==> src/rtl/core/ines_pkg.sv <==
// Package for the cartridge image parser: codes, sizes and shared types.
// No dependencies; every other file of the block imports it.
package ines_pkg;

    localparam int unsigned POS_W = 23;
    localparam int unsigned OFS_W = 22;

    localparam logic [POS_W-1:0] POS_MAX = {POS_W{1'b1}};
    localparam logic [OFS_W-1:0] OFS_MAX = {OFS_W{1'b1}};
    localparam logic [POS_W-1:0] HDR_LEN = 23'd16;
    localparam logic [POS_W-1:0] HDR_LAST = 23'd15;
    localparam logic [9:0]       TRAINER_LEN = 10'd512;
    localparam logic [13:0]      PRG_RAM_LEN = 14'd8192;

    localparam logic [7:0] MAGIC_0 = 8'h4E;
    localparam logic [7:0] MAGIC_1 = 8'h45;
    localparam logic [7:0] MAGIC_2 = 8'h53;
    localparam logic [7:0] MAGIC_3 = 8'h1A;

    typedef enum logic [2:0] {
        SEC_HEADER  = 3'd0,
        SEC_TRAINER = 3'd1,
        SEC_PRG     = 3'd2,
        SEC_CHR     = 3'd3,
        SEC_TRAIL   = 3'd4,
        SEC_DISCARD = 3'd5
    } t_section;

    typedef enum logic [1:0] {
        HS_PENDING    = 2'd0,
        HS_VALID      = 2'd1,
        HS_BAD_MAGIC  = 2'd2,
        HS_BAD_REGION = 2'd3
    } t_hdr_status;

    typedef enum logic [1:0] {
        MIR_FOUR  = 2'd0,
        MIR_VERT  = 2'd1,
        MIR_HORIZ = 2'd2
    } t_mirroring;

    typedef enum logic [1:0] {
        REG_NTSC = 2'd0,
        REG_PAL  = 2'd1,
        REG_DUAL = 2'd2
    } t_region;

    typedef logic [15:0][7:0] t_hdr_bytes;

    // Everything the header tells us, plus absolute section boundaries.
    typedef struct packed {
        t_hdr_status      check;
        t_mirroring       mirroring;
        logic [7:0]       mapper_number;
        t_region          region;
        logic [21:0]      chr_ram_bytes;
        logic [13:0]      prg_ram_bytes;
        logic [21:0]      prg_rom_bytes;
        logic [20:0]      chr_rom_bytes;
        logic             has_trainer;
        logic [POS_W-1:0] prg_start;
        logic [POS_W-1:0] chr_start;
        logic [POS_W-1:0] trail_start;
    } t_hdr_info;

endpackage

==> src/rtl/core/ines_if.sv <==
// Channel interfaces of the cartridge image parser: byte input and result output.
// Depends on ines_pkg for the result field types.
interface ines_in_if;
    logic       valid;
    logic       ready;
    logic [7:0] rom_byte;
    logic       image_start;

    modport source (output valid, output rom_byte, output image_start, input ready);
    modport sink   (input valid, input rom_byte, input image_start, output ready);
endinterface

interface ines_out_if;
    import ines_pkg::*;

    logic                valid;
    logic                ready;
    t_section            section;
    logic [OFS_W-1:0]    section_offset;
    t_hdr_status         header_status;
    t_mirroring          mirroring;
    logic [7:0]          mapper_number;
    t_region             region;
    logic [21:0]         chr_ram_bytes;
    logic [13:0]         prg_ram_bytes;
    logic [21:0]         prg_rom_bytes;
    logic [20:0]         chr_rom_bytes;
    logic                has_trainer;

    modport source (
        output valid, input ready, output section, output section_offset,
        output header_status, output mirroring, output mapper_number, output region,
        output chr_ram_bytes, output prg_ram_bytes, output prg_rom_bytes,
        output chr_rom_bytes, output has_trainer
    );
    modport sink (
        input valid, output ready, input section, input section_offset,
        input header_status, input mirroring, input mapper_number, input region,
        input chr_ram_bytes, input prg_ram_bytes, input prg_rom_bytes,
        input chr_rom_bytes, input has_trainer
    );
endinterface

==> src/rtl/core/ines_hdr_decode.sv <==
// Combinational decode of the 16 stored header bytes into check result and fields.
// Depends on ines_pkg.
module ines_hdr_decode (
    input  ines_pkg::t_hdr_bytes i_hdr,
    output ines_pkg::t_hdr_info  o_info
);
    import ines_pkg::*;

    logic [9:0]       w_trn;
    logic [POS_W-1:0] w_prg_start;
    logic [POS_W-1:0] w_chr_start;

    assign w_trn       = i_hdr[6][2] ? TRAINER_LEN : 10'd0;
    assign w_prg_start = HDR_LEN + {13'd0, w_trn};
    assign w_chr_start = w_prg_start + {1'b0, i_hdr[4], 14'd0};

    always_comb begin
        if (i_hdr[0] != MAGIC_0 || i_hdr[1] != MAGIC_1 ||
            i_hdr[2] != MAGIC_2 || i_hdr[3] != MAGIC_3) begin
            o_info.check = HS_BAD_MAGIC;
        end else if (i_hdr[10][1] != i_hdr[9][0]) begin
            o_info.check = HS_BAD_REGION;
        end else begin
            o_info.check = HS_VALID;
        end

        if (i_hdr[6][3]) begin
            o_info.mirroring = MIR_FOUR;
        end else if (i_hdr[6][0]) begin
            o_info.mirroring = MIR_VERT;
        end else begin
            o_info.mirroring = MIR_HORIZ;
        end
        // The dual-region flag wins over the PAL flag.
        if (i_hdr[10][0]) begin
            o_info.region = REG_DUAL;
        end else if (i_hdr[9][0]) begin
            o_info.region = REG_PAL;
        end else begin
            o_info.region = REG_NTSC;
        end

        o_info.mapper_number = {i_hdr[7][7:4], i_hdr[6][7:4]};
        o_info.chr_ram_bytes = (i_hdr[5] == 8'd0) ?
                               {({1'b0, i_hdr[8]} + 9'd1), 13'd0} : 22'd0;
        o_info.prg_ram_bytes = i_hdr[6][1] ? PRG_RAM_LEN : 14'd0;
        o_info.prg_rom_bytes = {i_hdr[4], 14'd0};
        o_info.chr_rom_bytes = {i_hdr[5], 13'd0};
        o_info.has_trainer   = i_hdr[6][2];
        o_info.prg_start     = w_prg_start;
        o_info.chr_start     = w_chr_start;
        o_info.trail_start   = w_chr_start + {2'd0, i_hdr[5], 13'd0};
    end

endmodule

==> src/rtl/core/ines_image_parser.sv <==
// Top level of the cartridge image parser: input register, byte classification,
// result register. Depends on ines_pkg, ines_if.sv and ines_hdr_decode.
//
//  channel | dir | payload                                   | handshake
//  i_in    | in  | rom_byte, image_start                     | valid/ready
//  o_out   | out | section, section_offset, header_status,   | valid/ready
//          |     | mirroring ... has_trainer                 |
//
// One byte per cycle unless the result stalls; a byte taken is held in the input
// register, then moved into the result register, which offers its result.
// The byte position, header status and section boundaries live in the second
// stage and are updated as each byte passes it.
// Reset clears the position to zero and the status to pending; header bytes are
// not cleared. A stalled result holds the result register and, behind it, the
// input register; input ready drops only when both are full.
module ines_image_parser (
    input logic       i_clk,
    input logic       i_rst_n,
    ines_in_if.sink   i_in,
    ines_out_if.source o_out
);
    import ines_pkg::*;

    // Input register.
    logic             r_in_valid;
    logic [7:0]       r_byte;
    logic             r_start;

    // Parser state.
    logic [POS_W-1:0] r_pos;
    t_hdr_status      r_status;
    t_hdr_bytes       r_hdr;
    logic [POS_W-1:0] r_prg_start;
    logic [POS_W-1:0] r_chr_start;
    logic [POS_W-1:0] r_trail_start;

    // Result register.
    logic             r_out_valid;
    t_section         r_section;
    logic [OFS_W-1:0] r_offset;
    t_hdr_status      r_out_status;
    t_hdr_info        r_out_info;

    logic             w_advance;
    logic             w_proc;
    logic [POS_W-1:0] w_pos;
    t_hdr_status      w_status_cur;
    t_hdr_status      n_status;
    logic [POS_W-1:0] n_pos;
    t_section         w_section;
    logic [POS_W-1:0] w_base;
    logic [POS_W-1:0] w_diff;
    logic [OFS_W-1:0] w_offset;
    t_hdr_info        w_info;

    ines_hdr_decode u_decode (
        .i_hdr  (r_hdr),
        .o_info (w_info)
    );

    assign w_advance = !r_out_valid || o_out.ready;
    assign w_proc    = r_in_valid && w_advance;
    assign i_in.ready = !r_in_valid || w_advance;

    // A start marker rewinds the parser before its byte is handled.
    assign w_pos        = r_start ? '0 : r_pos;
    assign w_status_cur = r_start ? HS_PENDING : r_status;
    assign n_pos        = (w_pos < POS_MAX) ? (w_pos + 23'd1) : w_pos;
    assign n_status     = (w_pos == HDR_LAST) ? w_info.check : w_status_cur;

    always_comb begin
        if (w_pos < HDR_LEN) begin
            w_section = SEC_HEADER;
            w_base    = '0;
        end else if (w_status_cur != HS_VALID) begin
            w_section = SEC_DISCARD;
            w_base    = HDR_LEN;
        end else if (w_pos < r_prg_start) begin
            w_section = SEC_TRAINER;
            w_base    = HDR_LEN;
        end else if (w_pos < r_chr_start) begin
            w_section = SEC_PRG;
            w_base    = r_prg_start;
        end else if (w_pos < r_trail_start) begin
            w_section = SEC_CHR;
            w_base    = r_chr_start;
        end else begin
            w_section = SEC_TRAIL;
            w_base    = r_trail_start;
        end
    end

    assign w_diff   = w_pos - w_base;
    assign w_offset = w_diff[POS_W-1] ? OFS_MAX : w_diff[OFS_W-1:0];

    always_ff @(posedge i_clk) begin
        if (!i_rst_n) begin
            r_in_valid  <= 1'b0;
            r_out_valid <= 1'b0;
            r_pos       <= '0;
            r_status    <= HS_PENDING;
        end else begin
            if (i_in.ready) begin
                r_in_valid <= i_in.valid;
            end
            if (w_advance) begin
                r_out_valid <= r_in_valid;
            end
            if (w_proc) begin
                r_pos    <= n_pos;
                r_status <= n_status;
            end
        end
    end

    always_ff @(posedge i_clk) begin
        if (i_in.ready && i_in.valid) begin
            r_byte  <= i_in.rom_byte;
            r_start <= i_in.image_start;
        end
        if (w_proc) begin
            if (w_pos < HDR_LEN) begin
                r_hdr[w_pos[3:0]] <= r_byte;
            end
            if (w_pos == HDR_LAST) begin
                r_prg_start   <= w_info.prg_start;
                r_chr_start   <= w_info.chr_start;
                r_trail_start <= w_info.trail_start;
            end
            r_section    <= w_section;
            r_offset     <= w_offset;
            r_out_status <= n_status;
            if (n_status == HS_VALID) begin
                r_out_info <= w_info;
            end else begin
                r_out_info <= '0;
            end
        end
    end

    assign o_out.valid          = r_out_valid;
    assign o_out.section        = r_section;
    assign o_out.section_offset = r_offset;
    assign o_out.header_status  = r_out_status;
    assign o_out.mirroring      = r_out_info.mirroring;
    assign o_out.mapper_number  = r_out_info.mapper_number;
    assign o_out.region         = r_out_info.region;
    assign o_out.chr_ram_bytes  = r_out_info.chr_ram_bytes;
    assign o_out.prg_ram_bytes  = r_out_info.prg_ram_bytes;
    assign o_out.prg_rom_bytes  = r_out_info.prg_rom_bytes;
    assign o_out.chr_rom_bytes  = r_out_info.chr_rom_bytes;
    assign o_out.has_trainer    = r_out_info.has_trainer;

    // Payload sections only exist behind an accepted header.
    a_sections_need_valid: assert property (@(posedge i_clk) disable iff (!i_rst_n)
        (r_out_valid && (r_section == SEC_TRAINER || r_section == SEC_PRG ||
                         r_section == SEC_CHR || r_section == SEC_TRAIL))
        |-> (r_out_status == HS_VALID))
        else $error("payload section reported without a valid header");

    // Before the last header byte the header cannot have been judged.
    a_header_pending: assert property (@(posedge i_clk) disable iff (!i_rst_n)
        (r_out_valid && r_section == SEC_HEADER && r_offset != 22'd15)
        |-> (r_out_status == HS_PENDING))
        else $error("header status decided before the last header byte");

    // Decoded fields stay zero unless the header was accepted.
    a_fields_zero: assert property (@(posedge i_clk) disable iff (!i_rst_n)
        (r_out_valid && r_out_status != HS_VALID)
        |-> (r_out_info.prg_rom_bytes == 22'd0 && r_out_info.mapper_number == 8'd0 &&
             r_out_info.chr_ram_bytes == 22'd0))
        else $error("decoded fields leaked from a header that is not valid");

    // Rejected headers send every later byte to the discard section.
    a_discard: assert property (@(posedge i_clk) disable iff (!i_rst_n)
        (r_out_valid && r_section != SEC_HEADER &&
         (r_out_status == HS_BAD_MAGIC || r_out_status == HS_BAD_REGION))
        |-> (r_section == SEC_DISCARD))
        else $error("byte after a rejected header not discarded");

endmodule
==> src/flat_wrapper.sv <==
// flat-port wrapper written by rule: the top's interface ports become plain ports
module ines_image_parser_flat import ines_pkg::*;
  (i_clk, i_rst_n, i_in_valid, i_in_rom_byte, i_in_image_start, i_in_ready, o_out_valid, o_out_ready, o_out_section, o_out_section_offset, o_out_header_status, o_out_mirroring, o_out_mapper_number, o_out_region, o_out_chr_ram_bytes, o_out_prg_ram_bytes, o_out_prg_rom_bytes, o_out_chr_rom_bytes, o_out_has_trainer);
  ines_in_if i_in_i ();
  ines_out_if o_out_i ();
  input logic i_clk;
  input logic i_rst_n;
  input wire logic [$bits(i_in_i.valid)-1:0] i_in_valid;
  input wire logic [$bits(i_in_i.rom_byte)-1:0] i_in_rom_byte;
  input wire logic [$bits(i_in_i.image_start)-1:0] i_in_image_start;
  output wire logic [$bits(i_in_i.ready)-1:0] i_in_ready;
  output wire logic [$bits(o_out_i.valid)-1:0] o_out_valid;
  input wire logic [$bits(o_out_i.ready)-1:0] o_out_ready;
  output wire logic [$bits(o_out_i.section)-1:0] o_out_section;
  output wire logic [$bits(o_out_i.section_offset)-1:0] o_out_section_offset;
  output wire logic [$bits(o_out_i.header_status)-1:0] o_out_header_status;
  output wire logic [$bits(o_out_i.mirroring)-1:0] o_out_mirroring;
  output wire logic [$bits(o_out_i.mapper_number)-1:0] o_out_mapper_number;
  output wire logic [$bits(o_out_i.region)-1:0] o_out_region;
  output wire logic [$bits(o_out_i.chr_ram_bytes)-1:0] o_out_chr_ram_bytes;
  output wire logic [$bits(o_out_i.prg_ram_bytes)-1:0] o_out_prg_ram_bytes;
  output wire logic [$bits(o_out_i.prg_rom_bytes)-1:0] o_out_prg_rom_bytes;
  output wire logic [$bits(o_out_i.chr_rom_bytes)-1:0] o_out_chr_rom_bytes;
  output wire logic [$bits(o_out_i.has_trainer)-1:0] o_out_has_trainer;
  assign i_in_i.valid = i_in_valid;
  assign i_in_i.rom_byte = i_in_rom_byte;
  assign i_in_i.image_start = i_in_image_start;
  assign i_in_ready = i_in_i.ready;
  assign o_out_valid = o_out_i.valid;
  assign o_out_i.ready = o_out_ready;
  assign o_out_section = o_out_i.section;
  assign o_out_section_offset = o_out_i.section_offset;
  assign o_out_header_status = o_out_i.header_status;
  assign o_out_mirroring = o_out_i.mirroring;
  assign o_out_mapper_number = o_out_i.mapper_number;
  assign o_out_region = o_out_i.region;
  assign o_out_chr_ram_bytes = o_out_i.chr_ram_bytes;
  assign o_out_prg_ram_bytes = o_out_i.prg_ram_bytes;
  assign o_out_prg_rom_bytes = o_out_i.prg_rom_bytes;
  assign o_out_chr_rom_bytes = o_out_i.chr_rom_bytes;
  assign o_out_has_trainer = o_out_i.has_trainer;
  ines_image_parser u_core (.i_clk(i_clk), .i_rst_n(i_rst_n), .i_in(i_in_i), .o_out(o_out_i));
endmodule
==> config.mk <==
export PLATFORM = sky130hd
export DESIGN_NAME = ines_image_parser_flat
export DESIGN_NICKNAME = d
export VERILOG_FILES = /design/src/rtl/core/ines_pkg.sv /design/src/rtl/core/ines_if.sv /design/src/rtl/core/ines_hdr_decode.sv /design/src/rtl/core/ines_image_parser.sv /design/src/flat_wrapper.sv
export SDC_FILE = /design/constraint.sdc
export NUM_CORES = 1
export LEC_CHECK = 0
export BUFFER_PORTS_ARGS = -buffer_cell sky130_fd_sc_hd__buf_2
export CORE_MARGIN = 3
export CORE_UTILIZATION = 50
export CTS_CLUSTER_SIZE = 14
export DETAILED_ROUTE_END_ITERATION = 10
export GPL_ROUTABILITY_DRIVEN = 0
export PLACE_DENSITY = 0.76
export SYNTH_ARGS = -nofsm -noshare
export SYNTH_HDL_FRONTEND = slang
export SYNTH_SLANG_ARGS = --single-unit
==> constraint.sdc <==
create_clock -name i_clk -period 5.5 [get_ports i_clk]
set_input_delay 1.1 -clock i_clk [delete_from_list [all_inputs] [get_ports i_clk]]
set_output_delay 1.1 -clock i_clk [all_outputs]
set_load 0.01 [all_outputs]
# == After elaboration in Yosys (flattened, before gate mapping) ==
# Index checks and enable logic that the tools add are counted.
# Widths: inputs -> output; s select.
# totals
regBits,352
input_bits,13
output_inout_bits,121
# op_classes
addsub,6
order_cmp,7
eq_ne,8
muxes,24
bitwise,1
n_reduce_logical,17
# ops
op,n
$mux 23,7
$bwmux 128,1
$lt 23x23->1,3
$demux 8 s4,1
$ne 8x7->1 const B,3
$add 11x22->23,1
$add 23x1->23 const B,1
$add 23x21->23,1
$eq 23x4->1 const B,1
$lt 23x23->1 const B,1
$lt 23x5->1 const B,1
$sub 23x23->23,1
$mux 22,1
$mux 14,1
$mux 2,6
$mux 3,4
$add 5x10->11 const A,1
$mux 10,1
$add 8x1->9 const B,1
$logic_not 8->1,1
$mux 8,1
$ne 8x5->1 const B,1
$reduce_and 2->1,3
$logic_or 1x1->1,5
11 further kinds,15

# == Longest topological paths before layout ==
# Gate-level depths: netlist of the first run.
# depth
word_depth,9
depth_mapped,24
depth_no_buf,19

# == By module ==
# A second synthesis of the first run with hierarchy kept.
# hier_totals
hier_cells,1431
hier_area_um2,17436.7
# modules_own_cells
mod,instances,cells_per_inst,area_per_inst_um2
ines_image_parser,1,1209,15750.1
ines_hdr_decode,1,222,1686.6

# == Worst setup path after synthesis of the first run ==
# No wires, ideal clock.
# synth_path
path_type,reg2reg
start,reg u_core.r_start
end,"reg u_core.r_offset[20], in the netlist u_core.o_out.section_offset[20], data pin"
setup_ps,258
arrival_ps,4891
setup_slack_ps,351
path_stages_with_launch,25
n_path_buf,7
cell_sequence,edfxtp_1 > buf_6 > clkbuf_1 > clkbuf_1 > buf_1 > nor2_1 > ha_1 > a21o_1 > a21o_1 > a221o_1 > a31oi_1 > o41a_2 > clkbuf_1 > clkbuf_1 > o21ai_0 > nand2_1 > ha_1 > a21oi_1 > o21ai_0 > o21ba_2 > o21ai_0 > a31oi_1 > xnor3_2 > buf_6 > nand2_2
# synth_between
elab_chain_len,8
word_cells_on_any_way,13
# synth_lines
item,line,source
from (decl),ines_image_parser.sv:27,logic r_start;
from (signal assigned),ines_image_parser.sv:119,r_start <= i_in.image_start;
$mux 23,ines_image_parser.sv:66,assign w_pos = r_start ? '0 : r_pos;
$lt 23x23->1,ines_image_parser.sv:84,end else if (w_pos < r_trail_start) begin
$mux 23,ines_image_parser.sv:84,
$mux 23,ines_image_parser.sv:81,end else if (w_pos < r_chr_start) begin
$mux 23,ines_image_parser.sv:78,end else if (w_pos < r_prg_start) begin
$mux 23,ines_image_parser.sv:75,end else if (w_status_cur != HS_VALID) begin
$mux 23,ines_image_parser.sv:72,if (w_pos < HDR_LEN) begin
$sub 23x23->23 *,ines_image_parser.sv:93,assign w_diff = w_pos - w_base;
to (signal assigned),ines_image_parser.sv:131,r_offset <= w_offset;
to (decl),ines_image_parser.sv:40,logic [OFS_W-1:0] r_offset;
# Mark *: on every way between the ends. The rest lies on a longest branch, timed or not.
# A chain may end at the register's enable or synchronous reset.

# == Final worst setup path of the first run ==
# layout_path
start,reg u_core.r_start
end,"reg u_core.r_offset[9], in the netlist u_core.o_out.section_offset[9], data pin"
# The elaborated chain is that of the path after synthesis.

==> results of run 1 <==
worst min path at each step:
stage,slack [ns],to,cells past startpoint,start
final,0.47,u_core.r_chr_start[9]$_DFFE_PP_,0,u_core.r_hdr[50]$_DFFE_PP_
after global routing,0.48,u_core.r_chr_start[9]$_DFFE_PP_,0,u_core.r_hdr[50]$_DFFE_PP_
after CTS,0.47,u_core.r_chr_start[9]$_DFFE_PP_,0,u_core.r_hdr[50]$_DFFE_PP_
after detailed placement,0.45,u_core.r_chr_start[9]$_DFFE_PP_,0,u_core.r_hdr[50]$_DFFE_PP_
after global placement,0.44,u_core.r_chr_start[9]$_DFFE_PP_,0,u_core.r_hdr[50]$_DFFE_PP_
after floorplan,0.42,u_core.r_chr_start[9]$_DFFE_PP_,0,u_core.r_hdr[50]$_DFFE_PP_
cell usage in the layout (no fill, tap or decap), types with 4 or more instances in the layout:
cell type  synthesis  routed
xor2_1            21      21
nand4_1           11      11
buf_4             54       8
a31oi_1            5       5
nor4_1             9       9
nand2b_1           8       8
edfxtp_1         165     165
nand4b_1           4       4
and2_1            33      33
nand3_1           16      16
a21oi_1           22      22
xnor2_1           21      21
ha_1              37      37
and4_1             5       5
buf_2              4      80
o2111ai_1          4       4
dfxtp_1           27      27
clkbuf_16          0      17
nor2_1            44      44
nor3_1            14      14
nor2b_1           45      45
nand2_1           76      76
inv_1             39      38
nand2_2           10      10
conb_1             1      53
a21o_1             7       7
o21ai_0           25      25
nor4b_1            5       5
clkinv_8           0       5
worst reg2reg max path: stages, from the launching register on:
cell and delay, ns:
edfxtp_1 0.65, nor2_1 0.32, ha_1 0.29, a21o_1 0.16, a21o_1 0.17, a221o_1 0.34, a31oi_1 0.17, o41a_2 0.37
nand2_1 0.09, o21ai_0 0.08, nand2_1 0.08, ha_1 0.40, a21oi_1 0.11, o21ai_0 0.19, o21ba_2 0.20, o21ai_0 0.25
a31oi_1 0.14, xnor3_4 0.47, buf_4 0.22, o21ai_2 0.05
flip-flops by register name (all words and copies together) (netlist names), 2 cells and up:
name / count
u_core.o_out.chr_ram_bytes: 9
u_core.o_out.chr_rom_bytes: 8
u_core.o_out.header_status: 2
u_core.o_out.mapper_number: 8
u_core.o_out.mirroring: 2
u_core.o_out.prg_rom_bytes: 8
u_core.o_out.region: 2
u_core.o_out.section: 3
u_core.o_out.section_offset: 22
u_core.r_byte: 8
u_core.r_chr_start: 9
u_core.r_hdr: 71
u_core.r_pos: 23
u_core.r_status: 2
u_core.r_trail_start: 10
layer usage:
layer  part of all wire, %  vias to the layer above
li1                      -                     2902
met1                    43                     2852
met2                    49                      184
met3                   5.2                       33
met4                   2.5                        0
met5                     0                        -
stage by stage:
stage	hold WS, ns	area, sq um	instances	power, uW
after detailed placement	0.449	9850	1088	1750
after CTS	0.465	10500	1120	3030
final	0.471	10500	1120	3010
after floorplan	0.418	9630	852	1740
after global routing	0.475	10500	1120	3100
after global placement	0.444	9850	1088	1750
layout make-up:
type,count,area (sq um)
Clock buffer,17,425
Clock inverter,15,214
Fill cell,1502,7780
Inverter,40,150
Multi-Input combinational cell,539,3460
Sequential cell,192,5500
Tap cell,229,287
Timing Repair Buffer,88,460
power groups by stage:
| stage | Sequential [uW] | Clock [uW] | Combinational (uW) |
|---|---|---|---|
| finish | 1630 | 1290 | 95.5 |
| global placement | 1660 | 0 | 94.2 |
| CTS | 1630 | 1310 | 95.5 |
| global route | 1630 | 1370 | 106 |
| floorplan | 1670 | 0 | 75.6 |
| detailed placement | 1660 | 0 | 95.3 |
kinds of logic after synthesis:
family / Yosys count / share of synthesized area, %
buffers and inverters: 121 / 7.25
AND/OR/NAND/NOR: 299 / 17.2
other: 1 / 0.0397
multiplexers: 4 / 0.464
XOR/XNOR: 43 / 4.15
AO/OA/AOI/OAI: 100 / 7.37
adder cells (fa/ha/maj): 40 / 5.33
flip-flops: 192 / 58.2
==> impl_results.md, run 1 <==
- Type of element launching the critical path: register
- Fin Clk Skew: between 0.01 and 0.015 ns
- Reg2Reg Capture Point: u_core.o_out.section_offset[9]$_SDFFCE_PP1P_
- Global-route wire length before repair: between 20 and 30 mm
- Final slew viol count: 0
- CTS H-Tree Depth: 4
- Cell type with the largest total area after synthesis: edfxtp_1
- Final cycle utilization of the critical path: approximately nine tenths
- Most common cell on crit path: o21ai_0
- Relative slew slack: roughly 48%
- Effective utilization at floorplan: about 52%
- Avg Inst Size Synth: about 12 sq um
- Most instantiated library cell after synthesis: edfxtp_1
- Gr busiest metal: met2
- Mapped Cells: 800
- Maximum fanout encountered on the critical timing path: 20
- Area of the core region: 18,300 sq um
- Die area: 20,600 sq um
- Antenna cell count: 0
- Net count of the finished layout: 929
- Global routing met2 resource utilization: between 20 and 30%
- Worst skew pair latency: between 0.4 and 0.5 ns
- Total power divided by cell area: between 200 and 300 nW/um^2
- Sequential fraction of design power: between 50% and 60%
- Leakage Power: just over 0.004 uW
- Sum Neg Setup Slack: 0 ns
- Internal power summed over all cells: 2270 uW
- Die height: approximately 140 microns
- Power spent charging and discharging nets: ~740 uW
- Ratio of cells with drive above 1 in the final layout: between 10% and 20%
- Die X-Extent: about 140 microns
- Final WS setup: slightly above 0.5 ns
- Netlist area before placement: between 9000 and 10,000 sq um
- Peak Freq: roughly 200 MHz
- Maximum number of pins on one net before global-route repair: 47
- Setup repair after global routing missed its margin: false
- Required time worst endpoint: 5.68 ns
- Number of cell instances on the worst register-to-register path: 19
- Worst path arrival time: slightly above 5 ns
- Final Hold Viols: 0
- # Max-Cap Violations: 0
- Resize count post-CTS: 0
- Number of antenna violations at the first check in global routing: 0
- Hold Buf Count CTS: 0
- Number of sinks driven by the clock tree: around 190
- Commonest cells in the synthesized netlist: 165 x edfxtp_1, 76 x nand2_1, 54 x buf_4, 45 x nor2b_1, 44 x nor2_1
- Count of synthesis-stage warnings from yosys: 0
- Cell-by-cell listing of the critical path: nor2_1, ha_1, a21o_1, a21o_1, a221o_1, a31oi_1, o41a_2, nand2_1, o21ai_0, nand2_1, ha_1, a21oi_1, o21ai_0, o21ba_2, o21ai_0, a31oi_1, xnor3_4, buf_4, o21ai_2
- Half-perimeter wire length after detailed placement: about 13 mm
- Buffer type at the clock tree root: clkbuf_16
- Number of enable-type register cells in the synthesized netlist: 165
- Number of buffer and inverter stages on the critical path: 1
- Family of cells with the greatest summed delay on the critical path: compound AO/OA/AOI/OAI gates
- Met1 Track Usage GR: about a quarter
- TritonCTS clock tree: yes
- Top cells by area, synth: edfxtp_1 52%, dfxtp_1 5.7%, ha_1 4.9%
- Launch point of the worst path: u_core.r_start$_DFFE_PP_
- Via count of the first global-routing pass: 5,726
- Sequential cell area fraction in the yosys report: between 50% and 60%
- # setup viols final: 0
- Area share of the largest cell type after synthesis: approximately 52%
- Post-layout utilization of the core: 57.4%
- Path class of the lowest-slack min-delay path: reg -> reg
- P&R area growth vs syn: 11.2%
- Worst slack at placement: about 0.47 ns
- Post-DRT Antenna Nets: 0
- Post-detailed-route via-to-cell ratio: between 5 and 6
- Number of buffers created by CTS: 17
- Maximum number of buffers from clock root to sink: 2
- Number of post-CTS setup repair buffers: 0
- Number of remaining DRC errors: 0
- Top flip-flop cell by instance count after synthesis: edfxtp_1
- Register-to-register setup slack: slightly above 0.5 ns
- Cell type of the slowest stage on the worst timing path: edfxtp_1
- Clock transition time at the flip-flop clock pins of the worst setup and hold paths: approximately 0.080 ns
- Worst setup path endpoint: u_core.o_out.section_offset[9]$_SDFFCE_PP1P_
- Kind of end point of the critical path: register
- Switching portion of total power: roughly a quarter
- Num ports: approximately 130
- Fraction of met3 tracks used by global routing: under 10%
- Relative contribution of the clock network to total power: between 40% and 50%
- Result of the run: finished clean
- Startpoint-to-endpoint class of the critical path: reg -> reg
- Startpoint of the worst register-to-register path: u_core.r_start$_DFFE_PP_
- Post-layout min period: 4.99 ns
- Synth async-reset ratio: 0%
- Via count: around 6,000
- Remaining Overflow, GRT: 0
- Overall global routing resource usage: 18.1%
- Power share of the combinational group: under 10%
- Number of I/O port buffers: 80
- Starting DRC count in detailed routing: ~440
- Slowest Stage Delay on Critical Path: about 0.65 ns
- Number of stages on the worst setup path: 19
- Worst Max-Slew Pin Slew: around 0.8 ns
- Number of iterations in the first detailed-routing pass: 5
- Number of distinct library cells after synthesis: 70
- Number of storage elements in the synthesis netlist: about 190
- Max VDD drop: ~0.00019 V
- Total wire length after detailed routing: roughly 18 mm
- Wire length per cell after detailed routing: 16.4 microns
- # rows: 49
No activity file was read; power rests on OpenSTA's default activity.
==> run 2, diff against run 1 <==
- CORE_UTILIZATION: 50 -> 51
- PLACE_DENSITY: 0.76 -> 0.74
- clock period: 5.5 -> 6.45 ns (I/O delays scaled with it)
==> run 2 against run 1 <==
  * Clock skew down 0.0024 ns
  * Clock-buffer cell count unchanged
  * Total power down 15%
  * Non-clock buffer count down 3
  * Critical path depth down 3
  * Worst hold slack worse by 0.014 ns
  * Routed wire length up 0.51%
  * First-iteration DRC count down 9.9%
  * Highest routed layer unchanged
  * Design area down 0.45%
  * Global-route usage up 0.72 points
==> impl_results.md, run 2 (same netlist as run 1, synthesis figures left out) <==
- Final slew viol count: 0 (unchanged)
- Clock transition time at the flip-flop clock pins of the worst setup and hold paths: 0.07 ns (about the same)
- Post-layout utilization of the core: 57.7% (+0.32 points)
- Cell Count, Final, Fillers Out: 1,117 (-0.27%)
- # rows: 49 (unchanged)
- Number of buffer and inverter stages on the critical path: 1 (unchanged)
- Resize count post-CTS: 0 (unchanged)
- Startpoint-to-endpoint class of the critical path: reg -> reg
- Antenna cell count: 0 (unchanged)
- Global-route wire length before repair: 29.6 mm (+1.7%)
- CTS H-Tree Depth: 4 (unchanged)
- Result of the run: finished clean
- Kind of end point of the critical path: register
- Sum Neg Setup Slack: 0 ns (unchanged)
- Number of antenna violations at the first check in global routing: 0 (unchanged)
- Max VDD drop: 0.000211 V (+13%)
- Most common cell after layout, fill and taps aside: edfxtp_1
- Overall global routing resource usage: 18.8% (+0.72 points)
- Final cycle utilization of the critical path: 81.6% (-9.1 points)
- Type of element launching the critical path: register
- Worst path arrival time: 5.41 ns (+0.24 ns)
- Post-detailed-route via-to-cell ratio: 5.29 (-0.84%)
- Net count of the finished layout: 926 (-0.32%)
- Number of I/O port buffers: 80 (unchanged)
- Maximum number of buffers from clock root to sink: 2 (unchanged)
- Number of buffers created by CTS: 17 (unchanged)
- Worst skew pair latency: 0.43 ns (about the same)
- Via count: 5,905 (-1.1%)
- TritonCTS clock tree: yes
- Wire length per cell after detailed routing: 16.5 microns (+0.78%)
- Family of cells with the greatest summed delay on the critical path: compound AO/OA/AOI/OAI gates
- # Max-Cap Violations: 0 (unchanged)
- Fin Clk Skew: 0.00943 ns (-0.00241 ns)
- Half-perimeter wire length after detailed placement: 12.9 mm (+0.18%)
- Required time worst endpoint: 6.60 ns (+0.92 ns)
- Die height: 142 microns (-0.94%)
- Filler Cells Inserted: 1,435 (-4.5%)
- Path class of the lowest-slack min-delay path: reg -> reg
- Die X-Extent: 142 microns (-0.94%)
- Post-layout min period: 5.26 ns (+0.273 ns)
- Ratio of cells with drive above 1 in the final layout: 17.0% (-0.39 points)
- Via count of the first global-routing pass: 5,751 (+0.44%)
- Peak Freq: 190 MHz (-5.2%)
- Cell type of the slowest stage on the worst timing path: xnor3_2
- P&R area growth vs syn: 10.7%
- Setup repair after global routing missed its margin: false
- Number of iterations in the first detailed-routing pass: 5 (unchanged)
- Slowest Stage Delay on Critical Path: 0.61 ns (-0.04 ns)
- Worst slack at placement: 1.31 ns (+0.843 ns)
- Post-DRT Antenna Nets: 0 (unchanged)
- Relative slew slack: 45.0% (-2.8 points)
- Maximum number of pins on one net before global-route repair: 39 (-17%)
- Number of remaining DRC errors: 0 (unchanged)
- Most common cell on crit path: o21ai_0
- Buffer type at the clock tree root: clkbuf_16
- Total power divided by cell area: 245 nW/um^2 (-15%)
- Starting DRC count in detailed routing: 392 (-9.9%)
- Num ports: 134 (unchanged)
- Remaining Overflow, GRT: 0 (unchanged)
- Maximum fanout encountered on the critical timing path: 29 (+45%)
- Number of sinks driven by the clock tree: 192 (unchanged)
- Final WS setup: 1.19 ns (+0.677 ns)
- Total wire length after detailed routing: 18.4 mm (+0.51%)
- Hold Buf Count CTS: 0 (unchanged)
- Final Hold Viols: 0 (unchanged)
- Number of flip-flops in the largest register: 71 (unchanged)
- Commonest cells after routing, fill and taps aside: 165 x edfxtp_1, 80 x buf_2, 76 x nand2_1, 53 x conb_1, 45 x nor2b_1
- Effective utilization at floorplan: 52.2% (+0.53 points)
- # setup viols final: 0 (unchanged)
- Die area: 20,200 sq um (-1.9%)
- Cell-by-cell listing of the critical path: buf_4, nor2b_1, ha_1, a32oi_1, a221oi_1, o21ai_0, a221oi_4, nand2_1, ha_1, a21oi_1, o21ai_0, o21ba_2, o21ai_0, a31oi_1, xnor3_2, o2111ai_1
- Area of the core region: 18,100 sq um (-1.0%)
- Leakage Power: 0.00399 uW (-0.73%)
- Worst Max-Slew Pin Slew: 0.823 ns (+0.0422 ns)
- Number of post-CTS setup repair buffers: 0 (unchanged)
- DP Cell Count: 1,085 (-0.28%)
## run 2: cell types whose count changed in the layout (fill, tap and decap cells not counted), sizes merged
cell,change
bufinv,+2
inv,-2
buf,-3
clkinvlp,+2
clkinv,-2
## run 2: layout make-up
cell class | instances | area (sq um) | area share (%)
inverters | 40 | 150 | 1.44
flip-flops and latches | 192 | 5500 | 52.6
multi-input cells | 539 | 3460 | 33.1
repair buffers | 85 | 438 | 4.19
clock buffers | 17 | 425 | 4.07
well taps | 229 | 287 | 2.74
clock inverters | 15 | 191 | 1.83
## run 2: where the power goes
group	internal [uW]	switching, uW
combinational	21.6	60.9
sequential	1370	16.7
clock	591	494
total	1980	571
## run 2: per-stage QoR
stage / instance area (sq um) / total power [uW] / hold slack [ns]
6_report: 10400 / 2550 / 0.457
5_1_grt: 10400 / 2640 / 0.485
4_1_cts: 10400 / 2570 / 0.456
3_5_place_dp: 9830 / 1500 / 0.435
3_3_place_gp: 9830 / 1500 / 0.427
2_1_floorplan: 9630 / 1480 / 0.418
## run 2: layer usage
metal | part of all wire, % | vias up | global-route usage, %
met4 | 1.8 | 0 | 6.26
met2 | 48 | 191 | 30.1
met5 | 0 | - | 0
li1 | - | 2884 | -
met1 | 45 | 2800 | 25.7
met3 | 5.1 | 30 | 4.17
## run 2: worst register-to-register path: cells and delay by family (launching register included)
family	cells	cell delay, ns
AO/OA/AOI/OAI	10	2.31
XOR/XNOR	1	0.61
adder cells (fa/ha/maj)	2	0.67
buffers and inverters	1	0.31
flip-flops	1	0.56
AND/OR/NAND/NOR	2	0.51
## run 2: path summary, 6_finish.rpt
kind / startpoint / endpoint / slack [ns] / cells past startpoint
max: u_core.r_start$_DFFE_PP_ / u_core.o_out.section_offset[17]$_SDFFCE_PP1P_ / 1.19 / 16
min: u_core.r_hdr[50]$_DFFE_PP_ / u_core.r_chr_start[9]$_DFFE_PP_ / 0.46 / 0
max reg2reg: u_core.r_start$_DFFE_PP_ / u_core.o_out.section_offset[17]$_SDFFCE_PP1P_ / 1.19 / 16
min reg2reg: u_core.r_hdr[50]$_DFFE_PP_ / u_core.r_chr_start[9]$_DFFE_PP_ / 0.46 / 0
==> run 3, diff against run 2 <==
- PLACE_DENSITY: 0.74 -> 0.77
- clock period: 6.45 -> 4.4 ns (I/O delays scaled with it)
==> run 3 against run 2 <==
  * Flip-flop and latch count did not move
  * Highest routed layer unchanged
  * Core utilization up 2.1 points
  * Via count is 4.8% higher
==> impl_results.md, run 3 (same netlist as run 1, synthesis figures left out) <==
- Buffer type at the clock tree root: clkbuf_16
- CTS H-Tree Depth: 4 (unchanged)
- Final cycle utilization of the critical path: 99.2% (+18 points)
- TritonCTS clock tree: yes
- Hold Worst Slack: 0.473 ns (+0.0164 ns)
- Kind of end point of the critical path: register
- Hold Path Sink: u_core.r_trail_start[13]$_DFFE_PP_
- Number of antenna violations at the first check in global routing: 0 (unchanged)
- Ratio of cells with drive above 1 in the final layout: 21.4% (+4.4 points)
- Number of cell instances on the worst register-to-register path: 21 (+5)
- Remaining Overflow, GRT: 0 (unchanged)
- Overall global routing resource usage: 18.6% (-0.26 points)
- Number of iterations in the first detailed-routing pass: 5 (unchanged)
- Relative slew slack: 50.2% (+5.2 points)
- Most common cell on crit path: nand2_1
- Final slew viol count: 0 (unchanged)
- Most common cell after layout, fill and taps aside: edfxtp_1
- Max VDD drop: 0.000303 V (+43%)
- Leakage Power: 0.00418 uW (+4.7%)
- Setup repair after global routing missed its margin: true
- DP Cell Count: 1,112 (+2.5%)
- Worst skew pair latency: 0.43 ns (about the same)
- Maximum fanout encountered on the critical timing path: 7 (-76%)
- Startpoint-to-endpoint class of the critical path: reg -> reg
- Die area: 20,200 sq um (unchanged)
- P&R area growth vs syn: 14.7%
- Internal power summed over all cells: 2910 uW (+47%)
- Num ports: 134 (unchanged)
- Result of the run: finished clean
- Commonest cells after routing, fill and taps aside: 165 x edfxtp_1, 80 x buf_2, 76 x nand2_1, 53 x conb_1, 43 x nor2_1
- Antenna cell count: 0 (unchanged)
- Type of element launching the critical path: register
- Net count of the finished layout: 961 (+3.8%)
- Cell-by-cell listing of the critical path: buf_6, nor2_4, ha_4, a21o_1, a21o_1, a221o_1, a31oi_2, o41a_4, nand2_1, o21ai_0, nand2_1, ha_4, a21oi_1, o21ai_2, o21ba_4, o21ai_2, a31oi_1, xnor3_2, buf_4, buf_4, nand2_1
- Hold Buf Count CTS: 0 (unchanged)
- Cell type of the slowest stage on the worst timing path: edfxtp_1
- Effective utilization at floorplan: 52.2% (unchanged)
- Final Hold Viols: 0 (unchanged)
- Via count: 6,186 (+4.8%)
- Cell Count, Final, Fillers Out: 1,151 (+3.0%)
- Number of sinks driven by the clock tree: 192 (unchanged)
- Final WS setup: 0.0359 ns (-1.15 ns)
- Relative contribution of the clock network to total power: 42.5% (about the same)
- Post-layout total power: 3750 uW (+47%)
- # Max-Cap Violations: 0 (unchanged)
- Total wire length after detailed routing: 18.8 mm (+2.1%)
- Die X-Extent: 142 microns (unchanged)
- Maximum number of pins on one net before global-route repair: 47 (+21%)
- Fin Clk Skew: 0.0112 ns (+0.00181 ns)
- Wire length per cell after detailed routing: 16.3 microns (-0.88%)
- Required time worst endpoint: 4.70 ns (-1.90 ns)
- Maximum number of buffers from clock root to sink: 2 (unchanged)
- Reg2Reg Capture Point: u_core.o_out.section_offset[1]$_SDFFCE_PP1P_
- Startpoint of the worst register-to-register path: u_core.r_start$_DFFE_PP_
- Worst Max-Slew Pin Slew: 0.745 ns (-0.0773 ns)
- Number of flip-flops in the largest register: 71 (unchanged)
- Peak Freq: 229 MHz (+21%)
- Register-to-register setup slack: 0.04 ns (-1.15 ns)
- Half-perimeter wire length after detailed placement: 13.2 mm (+2.2%)
- Switching portion of total power: 22.4% (about the same)
- Path class of the lowest-slack min-delay path: reg -> reg
- Clock transition time at the flip-flop clock pins of the worst setup and hold paths: 0.07 ns (about the same)
- Power share of the combinational group: 3.3% (about the same)
- Slowest Stage Delay on Critical Path: 0.51 ns (-0.10 ns)
- Number of I/O port buffers: 80 (unchanged)
- Power spent charging and discharging nets: 839 uW (+47%)
- Via count of the first global-routing pass: 5,974 (+3.9%)
- Die height: 142 microns (unchanged)
- Post-detailed-route via-to-cell ratio: 5.37 (+1.7%)
- # setup viols final: 0 (unchanged)
- Worst hold path stage count: 0 (unchanged)
- Hold Startpoint: u_core.r_hdr[40]$_DFFE_PP_
- Number of buffers created by CTS: 17 (unchanged)
- Post-DRT Antenna Nets: 0 (unchanged)
- Number of remaining DRC errors: 0 (unchanged)
- Worst path arrival time: 4.66 ns (-0.75 ns)
- Post-layout min period: 4.36 ns (-0.897 ns)
- # rows: 49 (unchanged)
- Sequential fraction of design power: 54.2% (about the same)
- Global-route wire length before repair: 29.7 mm (+0.35%)
- Worst slack at placement: 0.0140 ns (-1.30 ns)
- Area of the core region: 18,100 sq um (unchanged)
- Starting DRC count in detailed routing: 539 (+38%)
- Total power divided by cell area: 347 nW/um^2 (+42%)
run 3: cell count changes in the layout (fill, tap and decap cells not counted), sizes merged:
cell	previous run	this run
o41a	1	2
clkinvlp	2	1
buf	85	119
run 3: layer usage:
layer | GRT usage [%] | share of wire [%] | up-vias
li1 | - | - | 2969
met1 | 25.2 | 44 | 2949
met2 | 30.1 | 48 | 241
met3 | 4.00 | 6.0 | 27
met4 | 6.06 | 1.9 | 0
met5 | 0 | 0 | -
run 3: critical path, delay by kind of cell (launching register included):
family                     cells  cell delay, ns
DFF                            1            0.51
buffers and inverters          3            0.51
adders and majority gates      2            0.46
and+or+nand+nor                4            0.36
AOI/OAI and AO/OA             11            2.07
xor gates and xnor gates       1            0.33
run 3: through the flow:
step           area [sq um]  util, %  setup TNS, ns
5_1_grt               10800     59.8          -1.21
3_5_place_dp          10100     55.7              0
4_1_cts               10700     59.2              0
2_1_floorplan          9710        -              0
6_report              10800     59.8              0
3_3_place_gp          10100     55.7              0
run 3: final cells by class:
cell class | count | area [sq um]
Fill cell | 1424 | 7260
Clock buffer | 17 | 425
Sequential cell | 192 | 5500
Inverter | 40 | 150
Tap cell | 229 | 287
Timing Repair Buffer | 119 | 713
Multi-Input combinational cell | 540 | 3560
Clock inverter | 14 | 193
run 3: worst max path at each step:
stage,end,cells past startpoint,from,slack (ns)
CTS,u_core.o_out.section_offset[17]$_SDFFCE_PP1P_,20,u_core.r_start$_DFFE_PP_,0.05
global route,u_core.o_out.section_offset[3]$_SDFFCE_PP1P_,22,u_core.r_start$_DFFE_PP_,-0.12
finish,u_core.o_out.section_offset[1]$_SDFFCE_PP1P_,21,u_core.r_start$_DFFE_PP_,0.04
floorplan,u_core.o_out.section_offset[20]$_SDFFCE_PP1P_,23,u_core.r_start$_DFFE_PP_,0.008
global placement,u_core.o_out.section_offset[21]$_SDFFCE_PP1P_,20,u_core.r_start$_DFFE_PP_,0.17
detailed placement,u_core.o_out.section_offset[21]$_SDFFCE_PP1P_,20,u_core.r_start$_DFFE_PP_,0.01
run 3: power by group through the flow:
stage	Sequential, uW	Clock (uW)	Combinational (uW)
2_1_floorplan	2080	0	96.9
3_5_place_dp	2070	0	123
4_1_cts	2030	1620	123
5_1_grt	2040	1690	138
3_3_place_gp	2070	0	121
6_report	2030	1590	125
run 3: what timing repair did:
action                     in CTS  in global routing
pin swaps                       0                  1
cloned                          0                  1
setup buffers                   2                  5
setup endpoints to repair       1                 22
gates resized for setup         0                 15
